`src/rtl/core/bae_pkg.sv`:
```
// ----------------------------------------------------------------------------
// bae_pkg
// Widths, constants, types and helper functions of the arithmetic encoder.
// ----------------------------------------------------------------------------
package bae_pkg;

  localparam int PROB_BITS    = 12;
  localparam int RANGE_BITS   = 64;
  localparam int BYTE_BITS    = 8;
  localparam int CTX_BITS     = 8;
  localparam int NODES        = 1 << CTX_BITS;
  localparam int SHIFT_BITS   = 4;
  localparam int BIT_IDX_BITS = 3;
  localparam int SPAN_Q_BITS  = RANGE_BITS - PROB_BITS;
  localparam int FLUSH_BYTES  = RANGE_BITS / BYTE_BITS;
  localparam int FCNT_BITS    = $clog2(FLUSH_BYTES);

  typedef logic [PROB_BITS-1:0]  prob_t;
  typedef logic [RANGE_BITS-1:0] range_t;
  typedef logic [BYTE_BITS-1:0]  byte_t;
  typedef logic [CTX_BITS-1:0]   ctx_t;
  typedef logic [SHIFT_BITS-1:0] shift_t;

  localparam prob_t                PROB_HALF  = PROB_BITS'(1) << (PROB_BITS - 1);
  localparam logic [PROB_BITS:0]   PROB_SCALE = (PROB_BITS + 1)'(1) << PROB_BITS;
  localparam range_t               RANGE_ONES = '1;
  localparam byte_t                BYTE_ONES  = '1;
  localparam ctx_t                 CTX_ROOT   = CTX_BITS'(1);
  localparam logic [BIT_IDX_BITS-1:0] BIT_MSB = '1;
  localparam logic [FCNT_BITS-1:0] FLUSH_LAST = FCNT_BITS'(FLUSH_BYTES - 1);

  localparam shift_t SHIFT_MIN   = SHIFT_BITS'(1);
  localparam shift_t SHIFT_MAX   = SHIFT_BITS'(8);
  localparam shift_t SHIFT_RESET = SHIFT_BITS'(5);

  localparam logic OP_ENCODE = 1'b0;
  localparam logic OP_FLUSH  = 1'b1;

  // Controls of the probability store.
  typedef struct packed {
    logic  rd_en;
    ctx_t  rd_addr;
    logic  wr_en;
    ctx_t  wr_addr;
    prob_t wr_data;
    logic  clear_all;
  } prob_ctl_t;

  // Controls of the range unit.
  typedef struct packed {
    logic mul_en;
    logic upd_en;
    logic bit_val;
    logic shift_en;
    logic clear;
  } coder_ctl_t;

  // Zero acts as one, values above the maximum saturate.
  function automatic shift_t eff_shift(shift_t s);
    shift_t r;
    if (s == '0) begin
      r = SHIFT_MIN;
    end else if (s > SHIFT_MAX) begin
      r = SHIFT_MAX;
    end else begin
      r = s;
    end
    return r;
  endfunction

  // Moves the probability toward the coded bit's end of the scale.
  function automatic prob_t prob_adapt(prob_t p, logic bit_val, shift_t sh);
    logic [PROB_BITS:0] p_ext;
    logic [PROB_BITS:0] p_new;
    p_ext = {1'b0, p};
    if (bit_val) begin
      p_new = p_ext + ((PROB_SCALE - p_ext) >> sh);
    end else begin
      p_new = p_ext - (p_ext >> sh);
    end
    return p_new[PROB_BITS-1:0];
  endfunction

endpackage

```
`src/rtl/core/bae_range.sv`:
```
// ----------------------------------------------------------------------------
// bae_range
// Range unit: holds low and high, splits the range with one registered
// multiply, narrows it and shifts out settled top bytes.
// ----------------------------------------------------------------------------
module bae_range (
  input  logic                clk,
  input  logic                rst,
  input  bae_pkg::coder_ctl_t ctl,
  input  bae_pkg::prob_t      prob,
  output bae_pkg::byte_t      top_byte,
  output logic                top_match
);

  bae_pkg::range_t low;
  bae_pkg::range_t high;
  bae_pkg::range_t prod;
  bae_pkg::range_t span;
  bae_pkg::range_t mid;
  logic [bae_pkg::SPAN_Q_BITS+bae_pkg::PROB_BITS-1:0] mul_full;

  always_comb begin
    span     = high - low;
    mul_full = span[bae_pkg::RANGE_BITS-1:bae_pkg::PROB_BITS] * prob;
    mid      = low + prod;
  end

  always_ff @(posedge clk) begin
    if (ctl.mul_en) begin
      prod <= mul_full;
    end
  end

  always_ff @(posedge clk) begin
    if (rst || ctl.clear) begin
      low  <= '0;
      high <= bae_pkg::RANGE_ONES;
    end else if (ctl.upd_en) begin
      if (ctl.bit_val) begin
        high <= mid;
      end else begin
        low <= mid + bae_pkg::RANGE_BITS'(1);
      end
    end else if (ctl.shift_en) begin
      low  <= {low[bae_pkg::RANGE_BITS-bae_pkg::BYTE_BITS-1:0], bae_pkg::BYTE_BITS'(0)};
      high <= {high[bae_pkg::RANGE_BITS-bae_pkg::BYTE_BITS-1:0], bae_pkg::BYTE_ONES};
    end
  end

  assign top_byte  = low[bae_pkg::RANGE_BITS-1 -: bae_pkg::BYTE_BITS];
  assign top_match = (top_byte == high[bae_pkg::RANGE_BITS-1 -: bae_pkg::BYTE_BITS]);

endmodule

```
`config.mk`:
```
export PLATFORM = sky130hd
export DESIGN_NAME = bae_range
export DESIGN_NICKNAME = d
export VERILOG_FILES = /design/src/rtl/core/bae_pkg.sv /design/src/rtl/core/bae_range.sv
export SDC_FILE = /design/constraint.sdc
export NUM_CORES = 2
export LEC_CHECK = 0
export ABC_AREA = 1
export BUFFER_PORTS_ARGS = -buffer_cell sky130_fd_sc_hd__buf_2
export CAP_MARGIN = 20
export CELL_PAD_IN_SITES_DETAIL_PLACEMENT = 0
export CELL_PAD_IN_SITES_GLOBAL_PLACEMENT = 1
export CORE_MARGIN = 2
export CORE_UTILIZATION = 53
export DETAILED_ROUTE_END_ITERATION = 7
export PLACE_DENSITY_LB_ADDON = 0.1
export SLEW_MARGIN = 20
export SYNTH_ARGS = -nofsm -noshare
export SYNTH_HDL_FRONTEND = slang
export SYNTH_SLANG_ARGS = --single-unit
```
`constraint.sdc`:
```
create_clock -name clk -period 13.96 [get_ports clk]
set_clock_uncertainty 0.05 [all_clocks]
set_input_delay 0.698 -clock clk [delete_from_list [all_inputs] [get_ports clk]]
set_output_delay 0.698 -clock clk [all_outputs]
set_load 0.01 [all_outputs]
```
-- Yosys cells after proc, flatten, opt, wreduce, memory -nomap -nowiden
Index checks and enable logic that the tools add are counted.
- add/subtract/negate cells: 3
- $mul: 1
- equal/unequal tests: 3
- mux-type cells: 6
- reduce and logical (&&, ||, !) cells: 4
- operators with widths (cell ; number):
    2-to-1 mux 64 bit ; 6
    adder 64 x 1 -> 64 bit (second input constant) ; 1
    adder 64 bit ; 1
    multiplier 52 x 12 -> 64 bit ; 1
    subtractor 64 bit ; 1
    == test 8 bit ; 1
    inequality test 2 bit (second input constant) ; 2
    AND reduction 2 bit ; 2
    nonzero test 2 bit ; 1
    logical OR 1 bit ; 1
- register bits: 192
- input bits: 19
- output and inout port bits: 9
- logic and storage cells: 20

-- Logic depth before layout (Yosys ltp)
- word-level depth: 4
- gate-level depth with buffers: 43
- mapped depth without buffers: 43

-- Least setup slack after synthesis
No wires, ideal clock.
- kind: reg2reg
- start: reg low[4]
- end: reg prod[62], data pin
- library setup time: 0.266 ns
- arrival: 6.675 ns
- required time: 13.644 ns
- slack: 6.970 ns
- stages on the path, launching flop included: 39
- buffers on the path: 0
- period minus slack after synthesis: 6.990 ns
- cell sequence: dfxtp_1 -> inv_1 -> ha_1 -> a21oi_1 -> nor2_1 -> o21ai_0 -> nand3b_1 -> nand2_1 -> nand2_1 -> nand2_1 -> nand2_1 -> nand2_1 -> nand2_1 -> a21oi_1 -> o21ai_0 -> or2_2 -> nand2_1 -> clkinv_1 -> [3 not listed] -> inv_1 -> fa_1 -> fa_1 -> inv_1 -> fa_1 -> inv_1 -> ha_1 -> a21oi_1 -> nor2_1 -> nor2_1 -> inv_1 -> a21boi_0 -> o21ai_0 -> a221oi_1 -> nand2_1 -> nand3_1 -> o2111ai_1 -> xor2_1
- cells in the longest elaborated chain, start to end: 2
- RTL lines (element ; RTL line ; RTL):
    start: declaration ; bae_range.sv:15 ; bae_pkg::range_t low;
    start signal: assignment ; bae_range.sv:42 ; low <= mid + bae_pkg::RANGE_BITS'(1);
    start signal: assignment ; bae_range.sv:45 ; low <= {low[bae_pkg::RANGE_BITS-bae_pkg::BYTE_BITS-1:0], bae_pkg::BYTE_BITS'(0)};
    subtractor 64 bit ; bae_range.sv:23 ; span = high - low;
    multiplier 52 x 12 -> 64 bit ; bae_range.sv:24 ; mul_full = span[bae_pkg::RANGE_BITS-1:bae_pkg::PROB_BITS] * prob;
    via mul_full, one bit ; bae_range.sv:20 ; logic [bae_pkg::SPAN_Q_BITS+bae_pkg::PROB_BITS-1:0] mul_full;
    end signal: assignment ; bae_range.sv:30 ; prod <= mul_full;
    end: declaration ; bae_range.sv:17 ; bae_pkg::range_t prod;
The timed path passes the listed nets, and every way through them passes these cells.
A chain may end at the register's enable or synchronous reset.

-- Worst setup path after layout
- start: reg low[9]
- end: reg prod[49], data pin
The elaborated chain is that of the path after synthesis.

==> run metrics <==
dominant register cell in the synthesized netlist sky130_fd_sc_hd__dfxtp_1; result of the run completed; startpoint of the lowest-slack register-to-register path low[9]; CTS Root Cell sky130_fd_sc_hd__clkbuf_16; worst reg2reg endpoint prod[49]; number of violations reported at the end of detailed-routing iteration 0 3700; max-slew violations 0; mux contribution to synthesized area 0%; post-detailed-route wirelength per cell 21.1 um; antenna violations before repair 0; Non-Filler Instances 6693; filler instances 7537; top cell type's share of synthesized area 25.8%; first-pass GRT wire length 216000 um; HPWL reported at the end of detailed placement 118000 um; number of detailed-route iterations in the first pass 6; leading cell types by count after synthesis 1463 x sky130_fd_sc_hd__nand2_1, 1265 x sky130_fd_sc_hd__inv_1, 557 x sky130_fd_sc_hd__nor2_1; Worst EP required 14.11 ns; final instance area 0.0405 mm2; slew of the pin with the lowest slew margin 1.20 ns; final net count 6468; total negative setup slack 0 ns; postcts setup bufs 0; total detailed-routing wirelength 141000 um; vias in the first global route 37200; maximum buffer depth of the clock tree 2; total die area 0.0755 mm2; Final period util 65.9%; leading cell type by number of instances after synthesis sky130_fd_sc_hd__nand2_1; FMAX 109 MHz; hold path startpoint high[60]; max-cap violations 0; total DRC errors in the routed layout 0; die span in y 275 um; Startpoint Class flop; Post-Synthesis Cell Area 0.0388 mm2; worst reg2reg path depth 31; effective utilization at floorplan 53.4%; clock transition at the registers of the reported paths 0.10 ns; largest net degree at the start of global routing 81; residual antenna-violating net count after detailed routing 0; number of enable flip-flop cells after synthesis 64; count of state elements after synthesis 192; slew margin rel. 20.0%; worst-case setup margin in the final layout 4.76 ns; distinct cell type count of the synthesized netlist 57; sequential cell area fraction in the yosys report 11.5%; cell types occupying the most area after synthesis sky130_fd_sc_hd__fa_1 26%, sky130_fd_sc_hd__nand2_1 14%, sky130_fd_sc_hd__inv_1 12%; simple logic cell fraction of the synthesized area 28.5%; post-cts gate resize count 0; GRT Residual Overflow 0; Most Frequent Cell on Critical Path sky130_fd_sc_hd__nand2_1; Yosys warning count 0; xor-xnor portion of the synthesized cell area 2.20%; number of instances in the synthesized netlist 5789; final weighted congestion in routability-driven placement 0.995; path type of the worst min-delay path reg -> reg; GR Util All Layers 37.8%; area fraction in compound gates after synthesis 10.4%; Worst Path Max Fanout 9; critical path arrival 9.34 ns; destination of the worst hold path high[60]; critical path class reg -> reg; dominant combinational cell family by area after synthesis adder cells; Floorplan Core Area 0.0727 mm2; total nets after synthesis 6537; CP peak stage delay 0.77 ns; Via-to-Cell Ratio 5.60; clk sinks 192; level count of the clock H-tree 4; final number of hold-violating endpoints 0; RSZ-0062 raised after global routing false; count of input and output buffers 27; number of top-level pins 28; placed standard-cell area 0.0399 mm2; post-synthesis share of cell area spent on full adders, half adders and majority gates 33.2%; CP Capture Type flop; Placed Instances 6660; via count 37500; number of buffers inserted by hold repair at cts 0; FFs w/ async S/R, synth 0%; slowest CP cell sky130_fd_sc_hd__xor2_1; biggest area consumer among synthesized cells sky130_fd_sc_hd__fa_1; layout cells sized above 1 5.27%; number of clock buffers inserted by TritonCTS 17; total number of placement rows 99; clock tree from TritonCTS done; number of cells on the worst hold path 2; worst slack after detailed placement 4.89 ns; Die Width 275 um; minimum period implied by the final worst setup slack 9.20 ns; mean instance size in the synthesized netlist 6.71 um2; clock latency on the worst-skew pair 0.48 ns; footprint of the multi-input gates 0.0289 mm2; relative area change from synthesis to final layout 4.35%; register area 0.00448 mm2; Final setup violation count 0; Worst R2R Setup Slack 4.76 ns
## stage by stage
step / hold WS [ns] / util (%)
final: 0.443 / 55.7
after global routing: 0.466 / 55.7
after CTS: 0.447 / 55.7
after detailed placement: 0.426 / 54.9
after global placement: 0.414 / 54.8
after floorplan: 0.396 / -
## worst max-delay path: cells and delay by family, from the launching register on
kind                       cells  cell delay (ns)
and+or+nand+nor               11             1.87
AOI/OAI and AO/OA              8             2.40
buffers and inverters          4             0.25
adders and majority gates      7             3.10
xor gates and xnor gates       1             0.77
DFF                            1             0.46
## metal layers
layer	vias to the layer above	global-route usage, %	wire length (um)
met5	-	0	0
met4	0	17.2	7010
met3	282	4.85	10300
met2	1599	60.4	63000
met1	17900	51.4	60800
li1	17700	-	-
## sequential cells by signal, indices dropped and copies added, names as in the netlist
signal and count:
low 64, prod 64, high 64
## logic make-up (layout without fill, tap and decap cells)
group           after synthesis  count (layout)
xor+xnor                     95              95
fa+ha+maj                   729             729
simple gates               2622            2622
buf+inv                    1452            1396
other cells                   0               1
flops                       192             192
compound gates              699             699
## layout by cell type, fill, tap and decap left out, drive strengths merged, types with 11 or more instances in the layout
cell / n
nor2: 588
fa: 501
dfxtp: 128
edfxtp: 64
nand2: 1480
nand3: 313
nand3b: 18
clkinv: 29
inv: 1282
nor3: 40
a21boi: 11
o21a: 15
o21ai: 200
o21bai: 11
ha: 228
clkbuf: 18
xnor2: 38
xor2: 57
nand4: 49
or2: 113
a21oi: 262
o211ai: 67
a31oi: 74
buf: 67
## final cells by class
type | instances | area share (%)
Multi-Input combinational cell | 4145 | 71.3
Inverter | 1297 | 12.0
Sequential cell | 192 | 11.1
Tap cell | 959 | 2.96
Clock buffer | 18 | 1.11
Timing Repair Buffer | 67 | 1.08
Clock inverter | 14 | 0.445
Antenna cell | 1 | 0.00618
## worst max path at each step
stage | startpoint | endpoint | slack (ns) | cells past startpoint
floorplan | low[4] | prod[62] | 6.97 | 38
finish | low[9] | prod[49] | 4.76 | 31
global route | low[10] | prod[49] | 4.20 | 31
CTS | low[9] | prod[49] | 4.82 | 31
global placement | low[9] | prod[49] | 4.80 | 31
detailed placement | low[9] | prod[49] | 4.89 | 31
Power is left out: the tool's default activity adds up to more than one toggle a clock period on the data nets, which glitch-free logic cannot reach.
